==> config.mk <==
export PLATFORM = sky130hd
export DESIGN_NAME = ppsa_ctrl
export DESIGN_NICKNAME = d
export VERILOG_FILES = /design/src/rtl/core/ppsa_pkg.sv /design/src/rtl/core/ppsa_ctrl.sv
export SDC_FILE = /design/constraint.sdc
export NUM_CORES = 1
export LEC_CHECK = 0
export BUFFER_PORTS_ARGS = -buffer_cell sky130_fd_sc_hd__buf_2
export CORE_AREA = 2 2 39 41
export DETAILED_ROUTE_END_ITERATION = 8
export DIE_AREA = 0 0 41 43
export SETUP_SLACK_MARGIN = 0.15
export SLEW_MARGIN = 20
export SYNTH_ARGS = -nofsm -noshare
export SYNTH_HDL_FRONTEND = slang
export SYNTH_SLANG_ARGS = --single-unit
==> constraint.sdc <==
create_clock -name clk -period 1 [get_ports clk]
set_input_delay 0.1 -clock clk [delete_from_list [all_inputs] [get_ports clk]]
set_output_delay 0.1 -clock clk [all_outputs]
set_load 0.1 [all_outputs]
==> src/rtl/core/ppsa_pkg.sv <==
// ----------------------------------------------------------------------------
// Physical page stack allocator package
// Shared constants, codes and controller/datapath types.
// ----------------------------------------------------------------------------
package ppsa_pkg;

    localparam int STACK_DEPTH = 65536;
    localparam int PAGE_BYTES  = 4096;
    localparam int ADDR_W      = 32;
    localparam int BASE_W      = 64;
    localparam int TYPE_W      = 32;
    localparam int FILL_W      = $clog2(STACK_DEPTH + 1);
    localparam int IDX_W       = $clog2(STACK_DEPTH);
    localparam int PAGE_SHIFT  = $clog2(PAGE_BYTES);
    localparam int COUNT_W     = BASE_W - PAGE_SHIFT;
    localparam int KSTART_W    = ADDR_W - PAGE_SHIFT + 1;

    localparam logic [1:0] KIND_REGION = 2'd0;
    localparam logic [1:0] KIND_FREE   = 2'd1;
    localparam logic [1:0] KIND_ALLOC  = 2'd2;

    localparam logic [TYPE_W-1:0] TYPE_AVAILABLE = TYPE_W'(1);

    typedef enum logic [2:0] {
        ST_IDLE,
        ST_PREP_A,
        ST_PREP_B,
        ST_WALK,
        ST_ALLOC
    } state_t;

    typedef struct packed {
        logic load_region;
        logic prep_a;
        logic prep_b;
        logic walk_push;
        logic push_free;
        logic pop;
        logic load_out;
    } cmd_t;

    typedef struct packed {
        logic walk_done;
        logic out_busy;
    } stat_t;

endpackage

==> src/rtl/core/ppsa_ctrl.sv <==
// ----------------------------------------------------------------------------
// Physical page stack allocator controller
// Sequences request decode, region walk setup, the page walk and the pop.
// ----------------------------------------------------------------------------
module ppsa_ctrl
(
    input  logic           clk,
    input  logic           rst_n,
    input  logic           req_valid,
    input  logic [1:0]     req_kind,
    output logic           req_ready,
    input  ppsa_pkg::stat_t stat,
    output ppsa_pkg::cmd_t  cmd
);
    import ppsa_pkg::*;

    state_t state_reg;
    state_t state_next;

    always_ff @(posedge clk or negedge rst_n)
    begin
        if (!rst_n)
        begin
            state_reg <= ST_IDLE;
        end
        else
        begin
            state_reg <= state_next;
        end
    end

    always_comb
    begin
        state_next = state_reg;
        unique case (state_reg)
            ST_IDLE:
            begin
                if (req_valid)
                begin
                    unique case (req_kind)
                        KIND_REGION: state_next = ST_PREP_A;
                        KIND_ALLOC:  state_next = ST_ALLOC;
                        default:     state_next = ST_IDLE;
                    endcase
                end
            end
            ST_PREP_A: state_next = ST_PREP_B;
            ST_PREP_B: state_next = ST_WALK;
            ST_WALK:
            begin
                if (stat.walk_done)
                begin
                    state_next = ST_IDLE;
                end
            end
            ST_ALLOC:
            begin
                if (!stat.out_busy)
                begin
                    state_next = ST_IDLE;
                end
            end
            default: state_next = ST_IDLE;
        endcase
    end

    always_comb
    begin
        cmd       = '0;
        req_ready = 1'b0;
        unique case (state_reg)
            ST_IDLE:
            begin
                req_ready = 1'b1;
                if (req_valid)
                begin
                    unique case (req_kind)
                        KIND_REGION: cmd.load_region = 1'b1;
                        KIND_FREE:   cmd.push_free   = 1'b1;
                        KIND_ALLOC:  cmd.pop         = 1'b1;
                        default:     cmd             = '0;
                    endcase
                end
            end
            ST_PREP_A: cmd.prep_a    = 1'b1;
            ST_PREP_B: cmd.prep_b    = 1'b1;
            ST_WALK:   cmd.walk_push = !stat.walk_done;
            ST_ALLOC:  cmd.load_out  = !stat.out_busy;
            default:   cmd           = '0;
        endcase
    end

endmodule

Yosys cells after proc, flatten, opt, wreduce, memory -nomap -nowiden. Index checks and enable logic that the tools add are counted.

Register bits: 3. Input bits: 7.

Eq/ne operators: 9. Muxes and demuxes: 16. Reductions and logical operators: 5.

Operators with widths (count): $pmux 3 s5 (1); $mux 3 (3); $pmux 1 s2 (4); $mux 7 (1); $eq 3x2->1 const B (2); $ne 2x2->1 const B (3); $pmux 3 s2 (1); $mux 1 (5); $eq 3x1->1 const B (1); $eq 3x3->1 const B (1); $logic_not 3->1 (1); $reduce_and 3->1 (1); $eq 2x1->1 const B (1); $eq 2x2->1 const B (1); $logic_not 1->1 (2); $logic_not 2->1 (1); $mux 2 (1).

Logic depth before layout (Yosys ltp). Gate-level depths: netlist of the first run.

Word-level depth: 4. Mapped depth: 2. Depth with buffers taken out: 2.

Worst setup path before layout of the first run. OpenSTA, ideal clock, no wires.

Path kind: register to output. From: register state_reg[0]. To: output port cmd[1] (netlist name). Arrival time: 3.741 ns. Data required time: 0.900 ns. Setup slack: -2.841 ns. Cell stages (with the launch flop): 3. Buffers on the path: 0. Path through: dfrtp_1 nor3_1 and4b_1.

RTL lines: start, declared (line ppsa_ctrl.sv:17) `state_t state_reg;`; start signal, assigned (line ppsa_ctrl.sv:28) `state_reg <= state_next;`; end, declared (line ppsa_ctrl.sv:13) `output ppsa_pkg::cmd_t cmd`.

==> results of run 1 <==
## worst register-to-register path, delay by kind of cell, from the launching register on
family / cells / cell delay (ns)
DFF: 1 / 0.44
AOI/OAI and AO/OA: 1 / 0.23
buffers and inverters: 2 / 0.31
and+or+nand+nor: 1 / 0.21
## Yosys cell counts
| library cell | instances | share of area, % |
|---|---|---|
| or3_1 | 1 | 3.1 |
| nor3_1 | 1 | 2.5 |
| and4b_1 | 2 | 9.9 |
| or4b_1 | 1 | 4.9 |
| nand4bb_1 | 1 | 5.6 |
| nor4b_1 | 1 | 4.3 |
| a21bo_2 | 1 | 4.9 |
| dfrtp_1 | 3 | 37 |
| nor3b_1 | 2 | 7.4 |
| a21oi_1 | 1 | 2.5 |
| a211oi_1 | 1 | 3.7 |
| and4bb_2 | 2 | 12 |
| nand2_1 | 1 | 1.9 |
## logic make-up after synthesis
family | Yosys count
and+or+nand+nor | 12
DFF | 3
AOI/OAI and AO/OA | 3
## per-stage QoR
step / power (W) / utilization [%] / TNS (ns) / hold slack (ns) / worst slack [ns]
after global placement: 0.001863 / 38.79 / -1.857 / -0.1021 / -0.2400
after CTS: 0.002219 / 44.48 / -4.022 / 0.1647 / -0.4731
after detailed placement: 0.001870 / 38.79 / -1.947 / -0.1025 / -0.2597
after floorplan: 0.001204 / - / -6.129 / -0.1956 / -1.046
after global routing: 0.002414 / 45.93 / -4.512 / 0.1801 / -0.5116
final: 0.002306 / 45.93 / -4.039 / 0.1712 / -0.4663
## worst max path at each step
stage,to,slack (ns),cells past startpoint
floorplan,cmd[1],-1.05,2
finish,cmd[1],-0.47,3
CTS,cmd[1],-0.47,3
global placement,cmd[1],-0.24,3
detailed placement,cmd[1],-0.26,3
global route,cmd[1],-0.51,3
## layer usage
layer | wire length, um | vias up
li1 | - | 140
met1 | 299 | 135
met2 | 433 | 17
met3 | 86 | 2
met4 | 8 | 0
met5 | 0 | -
## cell type report
type                            instances  area (sq um)
Tap cell                               16         20.02
Sequential cell                         3         78.83
Timing Repair Buffer                   28         309.0
Multi-Input combinational cell         15         201.4
Fill cell                             129         748.2
Clock buffer                            4         26.28
## power by group through the flow
stage	Combinational [W]	Clock, W	Sequential [W]
after floorplan	0.000894	0	0.000310
after global placement	0.00157	0	0.000296
after detailed placement	0.00157	0	0.000300
after CTS	0.00171	0.000218	0.000288
after global routing	0.00188	0.000234	0.000299
final	0.00181	0.000215	0.000286
## what timing repair did
action                     in CTS  in global routing
setup endpoints to repair      11                 11
hold buffers                    1                  0
resized for setup               5                  1
hold endpoints to repair        3                  0
pin swaps                       4                  2
buffers inserted                3                  2
==> metrics.md, run 1 <==
| Metric | Value |
|---|---|
| Outcome | finished with violations |
| Failing checks | setup timing |
| Initial DRC count | 4 |
| Max Fclk | 682.0 MHz |
| Latest clock arrival within the worst-skew pair | 0.24 ns |
| Commonest non-fill, non-tap cell in the layout | buf_4 |
| Max_cap viols | 0 |
| Mapped Cells | 18 |
| Worst r2r dst | state_reg[2] |
| Hold Fails Final Rpt | 0 |
| Total track usage | 11.68% |
| CTS tree | yes |
| Clock skew | 0.009553 ns |
| Number of global-route vias before repair | 318 |
| Crit end category | primary output |
| Crit path buffers/inverters | 1 |
| Syn Area/Cell | 11.26 sq um |
| Met1 GRT Util | 12.66% |
| Headroom to the max-slew limit | 82.49% |
| Part of the power in combinational logic | 78.3% |
| Vias | 294 |
| Most frequent cells in the layout | buf_4 (10), buf_12 (8), buf_2 (6) |
| Unique masters post-synth | 13 |
| Required time worst endpoint | 0.90 ns |
| Initial antenna violation count | 0 |
| Slowest Stage Delay on Critical Path | 0.44 ns |
| Share of layout cells above drive strength 1 | 90.00% |
| Dpl cells | 56 |
| Met3 global-route usage | 5.236% |
| Synth Area in Simple Gates | 51.85% |
| N_diodes | 0 |
| Post-synthesis compound-gate area fraction | 11.11% |
| Sequential Power Share | 12.4% |
| P_sw | 0.001128 W |
| Hold Path Class | input port to flop |
| Max-slew violations | 0 |
| WL/cell | 12.55 um |
| Layout area overhead | 213.6% |
| Crit path from | state_reg[2] |
| Fin cells | 66 |
| PortBufs | 14 |
| Worst Hold End | state_reg[0] |
| # DRC | 0 |
| # IOs | 15 |
| Pint | 0.001178 W |
| CTS Root Cell | clkbuf_4 |
| Final worst path period share | 146.6% |
| Crit Path Class | flop to primary output |
| Cell Area, Placed | 536.8 sq um |
| Cell row count | 14 |
| Synthesis-stage register bit count | 3 |
| HP Start | stat[1] |
| First-pass GRT wire length | 1324 um |
| CP startpoint kind | flop |
| Initial Util | 14.65% |
| Antenna-violating nets left | 0 |
| RSZ-0062 raised after global routing | true |
| Die H | 43 um |
| Core ar. | 1384 sq um |
| Met2 GRT Util | 18.13% |
| Gr ovfl total | 0 |
| Chip Width | 41 um |
| Post-Synth Adder-Cell Area | 0% |
| Final WL | 828 um |
| Gpl congestion | 0.7979 |
| Max Root-Sink Buffers | 2 |
| Total CTS buffers | 3 |
| HPWL after DPL | 512.4 um |
| Arr. time, crit path | 1.37 ns |
| Pin count of the biggest net entering global routing | 8 |
| GRT Max-Usage Layer | met2 |
| Hold Path Cell Cnt | 3 |
| Reg-to-reg slack, setup | -0.29 ns |
| CP cell instances | nor3_4 -> and4b_4 -> buf_12 |
| Slew @ Worst Pin | 0.2616 ns |
| Largest register FFs | 3 |
| Slowest stage cell on the critical path | dfrtp_2 |
| Mapped Area | 202.7 sq um |
| Mux cell area share after synthesis | 0% |
| Final min period | 1.466 ns |
| Worst setup margin | -0.4663 ns |
| Mapped Nets | 25 |
| Largest delay share family, worst path | simple AND/OR/NAND/NOR gates |
| Largest family of logic cells by synthesized area | simple AND/OR/NAND/NOR gates |
| XOR/XNOR share of the synthesized area | 0% |
| P_leak | 0.2622 nW |
| Clock power frac | 9.3% |
| H-tree depth | 1 |
| YS warnings | 0 |
| Reg clk slew, reported paths | 0.03 ns |
| Sequential share of the synthesized area | 37.04% |
| Routed vias/inst | 4.455 |
| # nets final | 58 |
| Sw Ratio | 48.92% |
| Reg-to-Reg Start | state_reg[2] |
| Cell area after layout | 635.6 sq um |
| Worst-path fanout max | 4 |
| DR pass1 iterations | 3 |
| Worst reg2reg path depth | 4 |
| # setup viols final | 11 |
| Peak supply drop | 1296 uV |
| Die area | 1763 sq um |
| PwrDens | 3628 nW/um^2 |
| # clock sinks | 3 |
Note: power is estimated with default switching activity, not from simulation.
==> inputs of run 2 (changes only) <==
--- a/config.mk
+++ b/config.mk
@@ -9,6 +9,7 @@
 export CORE_AREA = 2 2 39 41
 export DETAILED_ROUTE_END_ITERATION = 8
 export DIE_AREA = 0 0 41 43
+export MAX_ROUTING_LAYER = met4
 export SETUP_SLACK_MARGIN = 0.15
 export SLEW_MARGIN = 20
 export SYNTH_ARGS = -nofsm -noshare
==> run 2 against run 1 <==
The run still ends with setup timing left. Die area stayed put. Largest power group unchanged. Critical path depth unchanged. First-iteration DRC count unchanged. Clock power about the same. Via count did not move. Highest routed layer unchanged. Critical path type unchanged. Cell count did not move. Sequential share of layout area did not move. Worst setup slack about the same. Total power hardly changed.
==> metrics.md, run 2 (same netlist as run 1, synthesis figures left out) <==
| Metric | Value |
|---|---|
| Headroom to the max-slew limit | 82.49% |
| Initial Util | 14.65% |
| Gpl congestion | 0.8092 |
| FILL cells | 129 |
| Area of the multi-input gates | 201.4 sq um |
| Worst reg2reg path depth | 4 |
| Initial antenna violation count | 0 |
| Crit Path Class | flop to primary output |
| Most frequent cells in the layout | buf_4 (10), buf_12 (8), buf_2 (6) |
| Sequential cell area | 78.83 sq um |
| Total CTS buffers | 3 |
| DR pass1 iterations | 3 |
| HPWL after DPL | 512.4 um |
| Worst Hold End | state_reg[0] |
| Final WL | 832 um |
| Core ar. | 1384 sq um |
| Latest clock arrival within the worst-skew pair | 0.24 ns |
| # clock sinks | 3 |
| Largest delay share family, worst path | simple AND/OR/NAND/NOR gates |
| Chip Width | 41 um |
| PwrDens | 3630 nW/um^2 |
| N_diodes | 0 |
| Outcome | finished with violations |
| Dpl ws | -0.2597 ns |
| CTS Root Cell | clkbuf_4 |
| Slowest stage cell on the critical path | dfrtp_2 |
| Slew @ Worst Pin | 0.2616 ns |
| CP cell instances | nor3_4 -> and4b_4 -> buf_12 |
| WL/cell | 12.61 um |
| Final min period | 1.466 ns |
| Vias | 294 |
| Final worst path period share | 146.6% |
| CP startpoint kind | flop |
| Share of layout cells above drive strength 1 | 90.00% |
| H-tree depth | 1 |
| P_leak | 0.2622 nW |
| Gr ovfl total | 0 |
| Dpl cells | 56 |
| Largest register FFs | 3 |
| Reg-to-Reg Start | state_reg[2] |
| Required time worst endpoint | 0.90 ns |
| Max Root-Sink Buffers | 2 |
| Reg-to-reg slack, setup | -0.29 ns |
| Final Util | 45.93% |
| Cell row count | 14 |
| Antenna-violating nets left | 0 |
| Crit end category | primary output |
| Number of global-route vias before repair | 317 |
| Crit path buffers/inverters | 1 |
| Initial DRC count | 4 |
| Die H | 43 um |
| Worst r2r dst | state_reg[2] |
| # DRC | 0 |
| Worst setup margin | -0.4662 ns |
| HP Start | stat[1] |
| Failing checks | setup timing |
| Commonest non-fill, non-tap cell in the layout | buf_4 |
| Arr. time, crit path | 1.37 ns |
| RSZ-0062 raised after global routing | true |
| Routed vias/inst | 4.455 |
| Total track usage | 11.97% |
| Pin count of the biggest net entering global routing | 8 |
| CTS tree | yes |
| Max-slew violations | 0 |
| Peak supply drop | 1296 uV |
| Max Fclk | 682.0 MHz |
| Hold Path Class | input port to flop |
| # setup viols final | 11 |
| First-pass GRT wire length | 1324 um |
| PortBufs | 14 |
| Slowest Stage Delay on Critical Path | 0.44 ns |
| Hold Fails Final Rpt | 0 |
| Max_cap viols | 0 |
| # IOs | 15 |
| Reg clk slew, reported paths | 0.03 ns |
| Worst-path fanout max | 4 |
| Hold Path Cell Cnt | 3 |
| # nets final | 58 |
| Layout area overhead | 213.6% |
| Clock skew | 0.009603 ns |
| Fin cells | 66 |
| Die area | 1763 sq um |
[run 2: cell counts in the layout (fill, tap and decap cells not counted)]
Identical to the previous run, type by type.
[run 2: layout make-up]
| type | instances | area share [%] |
|---|---|---|
| multi-input cells | 15 | 31.69 |
| clock buffers | 4 | 4.134 |
| well taps | 16 | 3.150 |
| flip-flops and latches | 3 | 12.40 |
| repair buffers | 28 | 48.62 |
[run 2: repair_timing]
action,CTS,global route
cloned,0,0
buffers inserted,3,2
hold endpoints to repair,3,0
gates resized for setup,5,1
setup endpoints to repair,11,11
pin swaps,4,2
hold buffers,1,0
[run 2: worst register-to-register path: stages, from the launching register on]
cell and delay, ns:
dfrtp_2 0.44, buf_4 0.17, buf_4 0.14, nand4bb_1 0.21, a211oi_2 0.23
[run 2: stage by stage]
step	hold slack, ns	instance area [sq um]	setup TNS, ns	total power, W
floorplan	-0.1956	266.5	-6.129	0.001204
global placement	-0.1021	536.8	-1.857	0.001863
detailed placement	-0.1025	536.8	-1.947	0.001870
CTS	0.1647	615.6	-4.022	0.002219
global route	0.1801	635.6	-4.512	0.002414
finish	0.1713	635.6	-4.040	0.002307
[run 2: worst max-delay path by stage]
stage	startpoint	end	slack, ns	cells past startpoint
floorplan	state_reg[1]	cmd[1]	-1.05	2
finish	state_reg[2]	cmd[1]	-0.47	3
global route	state_reg[0]	cmd[1]	-0.51	3
detailed placement	state_reg[1]	cmd[1]	-0.26	3
CTS	state_reg[2]	cmd[1]	-0.47	3
global placement	state_reg[1]	cmd[1]	-0.24	3
[run 2: report_power, final]
| group | switching (W) | internal (W) | total [W] |
|---|---|---|---|
| logic | 0.000957 | 0.000850 | 0.00181 |
| registers | 0.000107 | 0.000178 | 0.000286 |
| clock network | 0.0000650 | 0.000150 | 0.000215 |
| total | 0.00113 | 0.00118 | 0.00231 |
[run 2: layer usage]
| layer | track usage (%) | up-vias | wire length [um] |
|---|---|---|---|
| met5 | - | - | 0 |
| met4 | 6.000 | 0 | 9 |
| met3 | 5.236 | 2 | 88 |
| met2 | 18.13 | 17 | 434 |
| met1 | 12.66 | 135 | 299 |
| li1 | - | 140 | - |
